==> config.mk <==
export PLATFORM = sky130hd
export DESIGN_NAME = vmpn_ctrl
export DESIGN_NICKNAME = d
export VERILOG_FILES = /design/src/hw/rtl/vmpn_pkg.sv /design/src/hw/rtl/vmpn_ctrl.sv
export SDC_FILE = /design/constraint.sdc
export NUM_CORES = 1
export LEC_CHECK = 0
export ABC_CLOCK_PERIOD_IN_PS = 1600
export BUFFER_PORTS_ARGS = -buffer_cell sky130_fd_sc_hd__buf_2
export CAP_MARGIN = 20
export CELL_PAD_IN_SITES_DETAIL_PLACEMENT = 0
export CELL_PAD_IN_SITES_GLOBAL_PLACEMENT = 1
export CORE_MARGIN = 5
export CORE_UTILIZATION = 32
export CTS_CLUSTER_DIAMETER = 120
export DETAILED_ROUTE_END_ITERATION = 7
export HOLD_SLACK_MARGIN = 0.1
export PLACE_DENSITY_LB_ADDON = 0.1
export SKIP_LAST_GASP = 1
export SYNTH_ARGS = -nofsm -noshare
export SYNTH_HDL_FRONTEND = slang
export SYNTH_SLANG_ARGS = --single-unit
export TNS_END_PERCENT = 100
==> constraint.sdc <==
create_clock -name aclk -period 1.6 [get_ports aclk]
set_input_delay 0.08 -clock aclk [delete_from_list [all_inputs] [get_ports aclk]]
set_output_delay 0.08 -clock aclk [all_outputs]
set_load 0.05 [all_outputs]
==> src/hw/rtl/vmpn_pkg.sv <==
// Shared types and constants for the vector magnitude peak normaliser.
`timescale 1ns / 1ps

package vmpn_pkg;

    // Field widths fixed by the interface
    localparam int COMP_W   = 24;   // displacement component
    localparam int LEN_W    = 24;   // vector length, unsigned Q24.0
    localparam int GAIN_W   = 16;   // output scale, Q4.12
    localparam int SUMSQ_W  = 48;   // sum of three squares
    localparam int PROD_W   = 40;   // length times gain magnitude
    localparam int QUOT_W   = 17;   // weight magnitude, up to 2^15
    localparam int STEP_W   = 5;

    // Iteration counts of the square-root and divide steps
    localparam int ROOT_STEPS = SUMSQ_W / 2;
    localparam int DIV_STEPS  = QUOT_W;

    localparam logic signed [GAIN_W-1:0] GAIN_RESET = 16'sd4096;

    // One input request
    typedef struct packed {
        logic signed [COMP_W-1:0] dx;
        logic signed [COMP_W-1:0] dy;
        logic signed [COMP_W-1:0] dz;
        logic                     final_vector;
    } in_item_t;

    // One result request
    typedef struct packed {
        logic signed [GAIN_W-1:0] weight;
        logic                     end_of_run;
    } out_item_t;

    // Commands from the controller to the datapath
    typedef struct packed {
        logic capture;
        logic square;
        logic root_init;
        logic root_step;
        logic store;
        logic rd;
        logic mul;
        logic div_init;
        logic div_step;
        logic push;
        logic idx_inc;
        logic clear_set;
    } dp_cmd_t;

    // Status from the datapath to the controller
    typedef struct packed {
        logic full;
        logic final_flag;
        logic idx_last;
        logic out_free;
    } dp_stat_t;

endpackage

==> src/hw/rtl/vmpn_ctrl.sv <==
// Sequencing controller for the vector magnitude peak normaliser.
`timescale 1ns / 1ps

module vmpn_ctrl (
    input  logic              aclk,
    input  logic              aresetn,
    input  logic              in_valid,
    output logic              in_ready,
    input  vmpn_pkg::dp_stat_t stat,
    output vmpn_pkg::dp_cmd_t  cmd
);

    typedef enum logic [3:0] {
        ST_IDLE,
        ST_CHECK,
        ST_SQUARE,
        ST_SUM,
        ST_ROOT,
        ST_WRITE,
        ST_RD,
        ST_MUL,
        ST_DINIT,
        ST_DIV,
        ST_PUSH
    } state_t;

    state_t                        state_reg;
    state_t                        state_next;
    logic [vmpn_pkg::STEP_W-1:0]   step_reg;
    logic [vmpn_pkg::STEP_W-1:0]   step_next;

    localparam logic [vmpn_pkg::STEP_W-1:0] ROOT_LAST =
        vmpn_pkg::STEP_W'(vmpn_pkg::ROOT_STEPS - 1);
    localparam logic [vmpn_pkg::STEP_W-1:0] DIV_LAST =
        vmpn_pkg::STEP_W'(vmpn_pkg::DIV_STEPS - 1);

    assign in_ready = (state_reg == ST_IDLE);

    // Decode commands and next state
    always_comb begin
        cmd        = '0;
        state_next = state_reg;
        step_next  = step_reg;
        unique case (state_reg)
            ST_IDLE: begin
                if (in_valid) begin
                    cmd.capture = 1'b1;
                    state_next  = ST_CHECK;
                end
            end
            ST_CHECK: begin
                if (!stat.full) begin
                    state_next = ST_SQUARE;
                end else if (stat.final_flag) begin
                    state_next = ST_RD;
                end else begin
                    state_next = ST_IDLE;
                end
            end
            ST_SQUARE: begin
                cmd.square = 1'b1;
                state_next = ST_SUM;
            end
            ST_SUM: begin
                cmd.root_init = 1'b1;
                step_next     = '0;
                state_next    = ST_ROOT;
            end
            ST_ROOT: begin
                cmd.root_step = 1'b1;
                step_next     = step_reg + 1'b1;
                if (step_reg == ROOT_LAST) begin
                    state_next = ST_WRITE;
                end
            end
            ST_WRITE: begin
                cmd.store  = 1'b1;
                state_next = stat.final_flag ? ST_RD : ST_IDLE;
            end
            ST_RD: begin
                cmd.rd     = 1'b1;
                state_next = ST_MUL;
            end
            ST_MUL: begin
                cmd.mul    = 1'b1;
                state_next = ST_DINIT;
            end
            ST_DINIT: begin
                cmd.div_init = 1'b1;
                step_next    = '0;
                state_next   = ST_DIV;
            end
            ST_DIV: begin
                cmd.div_step = 1'b1;
                step_next    = step_reg + 1'b1;
                if (step_reg == DIV_LAST) begin
                    state_next = ST_PUSH;
                end
            end
            ST_PUSH: begin
                if (stat.out_free) begin
                    cmd.push = 1'b1;
                    if (stat.idx_last) begin
                        cmd.clear_set = 1'b1;
                        state_next    = ST_IDLE;
                    end else begin
                        cmd.idx_inc = 1'b1;
                        state_next  = ST_RD;
                    end
                end
            end
            default: begin
                state_next = ST_IDLE;
            end
        endcase
    end

    // Hold state and step counter
    always_ff @(posedge aclk) begin
        if (!aresetn) begin
            state_reg <= ST_IDLE;
            step_reg  <= '0;
        end else begin
            state_reg <= state_next;
            step_reg  <= step_next;
        end
    end

endmodule

Yosys cells after proc, flatten, opt, wreduce, memory -nomap -nowiden

Cells that the tools add are included.

Word-level logic and storage cells: 47
Flip-flop bits (word level): 9
Bits of input ports: 7
Output and inout port bits: 13

Reductions and logical operators: 5
Muxes and demuxes: 23
$add $sub $neg: 1
Equality and inequality tests: 16

Operators by type and width:

| operator              | number |
|---|---|
| $pmux W4 S11          | 1 |
| $mux W4               | 5 |
| $eq A4 B3 Y1 const B  | 4 |
| $eq A4 B4 Y1 const B  | 3 |
| $mux W1               | 12 |
| $mux W3               | 4 |
| $eq A5 B5 Y1 const B  | 2 |
| $pmux W5 S2           | 1 |
| $eq A4 B2 Y1 const B  | 2 |
| $ne A2 B2 Y1 const B  | 4 |
| $add A5 B1 Y5 const B | 1 |
| $eq A4 B1 Y1 const B  | 1 |
| $logic_not A4 Y1      | 1 |
| $reduce_and A4 Y1     | 1 |
| $reduce_or A2 Y1      | 2 |
| $reduce_bool A2 Y1    | 1 |

Logic depth before layout (Yosys ltp)

Word-level depth: 3
Gate-level depth with buffers: 7
Gate-level depth less buffers: 7

Worst setup path after synthesis

No wires, ideal clock.

Kind: reg-to-reg
Start point: register state_reg[1]
End point: register state_reg[1]
Slack: -1.233 ns
Required time: 1.528 ns
Stages on the path, launching flop included: 5
Library setup time: 0.072 ns
Data arrival time: 2.761 ns
Clock period less this slack: 2.833 ns
Path buffers: 1
Cells stage by stage: dfxtp_1 clkbuf_1 nor4b_1 o41ai_1 nor2_1

Word-level cells in the longest chain between the ends: 3
Elaborated cells between the ends (all ways): 17
Classes of those cells: eq/ne: 14; mux: 1; reduce/logical: 2

RTL lines:

| element                                    | line             | source |
|---|---|---|
| start, declared                            | vmpn_ctrl.sv:27  | `state_t state_reg;` |
| start signal, assigned                     | vmpn_ctrl.sv:124 | `state_reg <= state_next;` |
| $eq A4 B4 Y1, or another cell as far along | vmpn_ctrl.sv:44  | `unique case (state_reg)` |
| $ne A2 B2 Y1 (no line)                     | -                |  |
| $reduce_and A4 Y1 (no line)                | -                |  |

Parallel ways exist; a longest one is shown, timed or not.
A chain may end at the register's enable or synchronous reset.

Final worst setup path

Start point: register state_reg[0]
End point: register step_reg[4] (netlist bit)

Word-level cells in the longest chain between the ends: 3
Elaborated cells between the ends (all ways): 8
Classes of those cells: eq/ne: 4; mux: 1; reduce/logical: 3

RTL lines:

| element                                           | line             | source |
|---|---|---|
| $eq A4 B4 Y1, or another cell as far along        | vmpn_ctrl.sv:44  |  |
| $reduce_or A2 Y1 (no line)                        | -                |  |
| $pmux W5 S2 or $reduce_bool A2 Y1 (tied branches) | -                |  |
| end signal, assigned                              | vmpn_ctrl.sv:125 | `step_reg <= step_next;` |
| end, declared                                     | vmpn_ctrl.sv:29  | `logic [vmpn_pkg::STEP_W-1:0] step_reg;` |

Parallel ways exist; a longest one is shown, timed or not.

==> impl_metrics.env <==
export IMPL_status="complete, but fails checks"
export IMPL_violations="setup timing"
export IMPL_die_area_um2=3401
export IMPL_core_area_um2=2212
export IMPL_antenna_left=0
export IMPL_drc_errors=0
export IMPL_syn_nets=110
export IMPL_synth_cell_type_count=37
export IMPL_fin_tns_setup_ps=-39.25
export IMPL_grt_pass1_wl_um=3236
export IMPL_largest_reg_flops=5
export IMPL_whs_path_depth=2
export IMPL_cts_buffer_depth=2
export IMPL_whs_ps=140.4
export IMPL_initial_core_util=0.3377
export IMPL_fin_area_um2=1171
export IMPL_wl_per_cell_um=12.76
export IMPL_dpl_cell_count=161
export IMPL_viasPerCell=5.091
export IMPL_drv_cap=0
export IMPL_io_pins=20
export IMPL_placed_cell_area_um2=1077
export IMPL_preCtsSetupSlack_ps=-70.95
export IMPL_peakVddDrop_uv=714.2
export IMPL_antenna_found_initial=0
export IMPL_dp_hpwl_um=1649
export IMPL_fin_cells=165
export IMPL_cts_root_buffer="clkbuf_4"
export IMPL_dr_pass1_iters=4
export IMPL_p_per_area_nw_per_um2=1122
export IMPL_min_period_ps=1630
export IMPL_r2r_setup_slack_ps=-30
export IMPL_path_class="reg2reg"
export IMPL_final_hold_violation_count=0
export IMPL_rows=17
export IMPL_crit_fanout=4
export IMPL_gp_congestion=0.7985
export IMPL_yosysSeqAreaShare=0.2412
export IMPL_grt_util_all_layers=0.1230
export IMPL_synthCells=101
export IMPL_crit_end="step_reg[4]$_SDFFE_PN0P_"
export IMPL_clkLatencyLatePin_ps=260
export IMPL_fin_crit_sh=1.019
export IMPL_worst_slack_ps=-30.31
export IMPL_yosys_warnings=0
export IMPL_worstPathArrival_ps=1820
export IMPL_grt_pass1_vias=740
export IMPL_postSynthAreaPerCell_um2=7.396
export IMPL_path_clk_slew_ps=60
export IMPL_reg2reg_to="step_reg[4]$_SDFFE_PN0P_"
export IMPL_leakagePower_nw=0.4991
export IMPL_fillers=223
export IMPL_grt_max_degree=13
export IMPL_areaGrowthSynthToFinish_pct=56.78
export IMPL_antenna_cells=0
export IMPL_drive_gt1_frac=0.4745
export IMPL_setup_viol=2
export IMPL_via_count=840
export IMPL_crit_start="state_reg[0]$_SDFFE_PN0P_"
export IMPL_first_iter_violations=11
export IMPL_end_kind="flop"
export IMPL_cp_start_kind="flop"
export IMPL_required_ps=1790
export IMPL_drv_slew=0
export IMPL_fin_nets=147
export IMPL_synth_seq_cells=9
export IMPL_grt_setup_unrepaired="yes"
export IMPL_ctsHtreeMaxLevel=1
export IMPL_clock_sinks=9
export IMPL_postCtsSetupRepairBufs=0
export IMPL_fmax_mhz=613.4
export IMPL_ff2ff_path_depth=6
export IMPL_numPortBuffers=19
export IMPL_netlist_area_um2=747.0
export IMPL_relSlewSlack=0.7583
export IMPL_fp_dieH_um=58.32
export IMPL_worstMarginPinSlew_ps=362.6
export IMPL_r2r_start="state_reg[0]$_SDFFE_PN0P_"
export IMPL_grt_overflow=0
export IMPL_die_width_um=58.32
export IMPL_numCtsBuffers=3
export IMPL_clock_skew_ps=1.040
export IMPL_wl_um=2106
export IMPL_holdCritPathClass="in2reg"
export IMPL_cts_tree="done"
-- stage by stage --
step | power (mW) | util
floorplan | 0.8836 | -
detailed placement | 1.111 | 0.4870
finish | 1.313 | 0.5294
global route | 1.392 | 0.5294
global placement | 1.105 | 0.4870
CTS | 1.316 | 0.5079
-- synthesized netlist by cell type (all sizes together) --
cell type,n,area [µm²]
and4bb,1,12.51
a211oi,1,7.510
or4b,1,10.01
o211a,1,10.01
a21boi,2,15.01
nor4,1,6.260
a31oi,3,18.77
nand2b,3,18.77
a22oi,1,7.510
nor2,11,43.80
and2,2,12.51
o21a,2,15.01
nand4bb,1,11.26
nand2,10,37.54
o31ai,2,15.01
o41ai,1,8.760
nor2b,5,31.28
clkbuf,5,18.77
a2111oi,1,27.53
o2bb2ai,1,8.760
nor3,3,15.01
or3,1,11.26
a21oi,5,25.02
ha,2,25.02
nand3b,2,15.01
inv,7,26.28
nand3,2,10.01
nor4b,2,17.52
mux2i,2,20.02
nor3b,1,7.510
clkinv,1,8.760
or2,1,6.260
o21bai,1,7.510
o21ai,7,35.03
dfxtp,9,180.2
-- metal layers --
metal | GRT usage | part of all wire
met4 | 0.02980 | 0.0052
met1 | 0.1550 | 0.48
met5 | 0 | 0
met2 | 0.1994 | 0.46
met3 | 0.04386 | 0.052
-- cell usage in the layout (no fill, tap or decap), types with 2 or more instances in the layout --
cell	count
a21boi_1	2
o21a_1	2
nor4b_4	2
buf_6	5
buf_2	14
nand3_1	2
mux2i_1	2
nand2_1	9
nand3b_1	2
o21ai_0	3
nor2b_1	3
dfxtp_1	5
a31oi_1	3
dfxtp_2	3
buf_4	16
nor3_2	2
o31ai_1	2
o21ai_1	4
inv_1	6
nor2_2	3
nor2b_4	2
clkbuf_4	5
nand2b_1	2
nor2_1	7
a21oi_1	5
-- worst min path at each step --
stage | slack (ps) | startpoint | to
after global routing | 130 | aresetn | state_reg[3]$_SDFFE_PN0P_
final | 140 | aresetn | state_reg[3]$_SDFFE_PN0P_
after floorplan | 340 | stat[1] | cmd[1]
after global placement | 420 | aresetn | state_reg[3]$_SDFFE_PN0P_
after detailed placement | 410 | aresetn | state_reg[3]$_SDFFE_PN0P_
after CTS | 130 | aresetn | state_reg[1]$_SDFFE_PN0P_
-- cell families after synthesis --
family | after synthesis | share of synthesized area
adders and majority gates | 2 | 0.03350
and+or+nand+nor | 47 | 0.3568
muxes | 2 | 0.02680
DFF | 9 | 0.2412
AOI/OAI and AO/OA | 28 | 0.2697
buffers and inverters | 13 | 0.07204
-- where the power goes --
group / internal [mW] / switching (mW) / total [mW] / leakage [nW]
registers: 0.260 / 0.0415 / 0.301 / 0.0749
clock network: 0.0962 / 0.0809 / 0.177 / 0.0150
logic: 0.362 / 0.473 / 0.835 / 0.409
total: 0.718 / 0.596 / 1.31 / 0.499
-- worst max-delay path, stage by stage (launching register included) --
cell and delay, ps:
dfxtp_2 340, buf_6 120, or3_4 420, clkinv_8 70, nor2_4 30, or4b_1 450, a21boi_1 120
-- layout make-up --
type                    instances  area, µm²  share of cell area
clock buffers                   4      26.28             0.02244
inverters                       8      46.29             0.03953
multi-input cells              79      614.3              0.5246
flip-flops and latches          9      187.7              0.1603
well taps                      28      35.03             0.02991
repair buffers                 37      261.5              0.2233
-- timing repair --
action	in CTS	in global routing
hold endpoints to repair	0	0
gates resized for setup	5	18
endpoints found under the setup margin	4	10
hold buffers	0	0
pin swaps	5	1
Power figures use the tool's default switching activity.
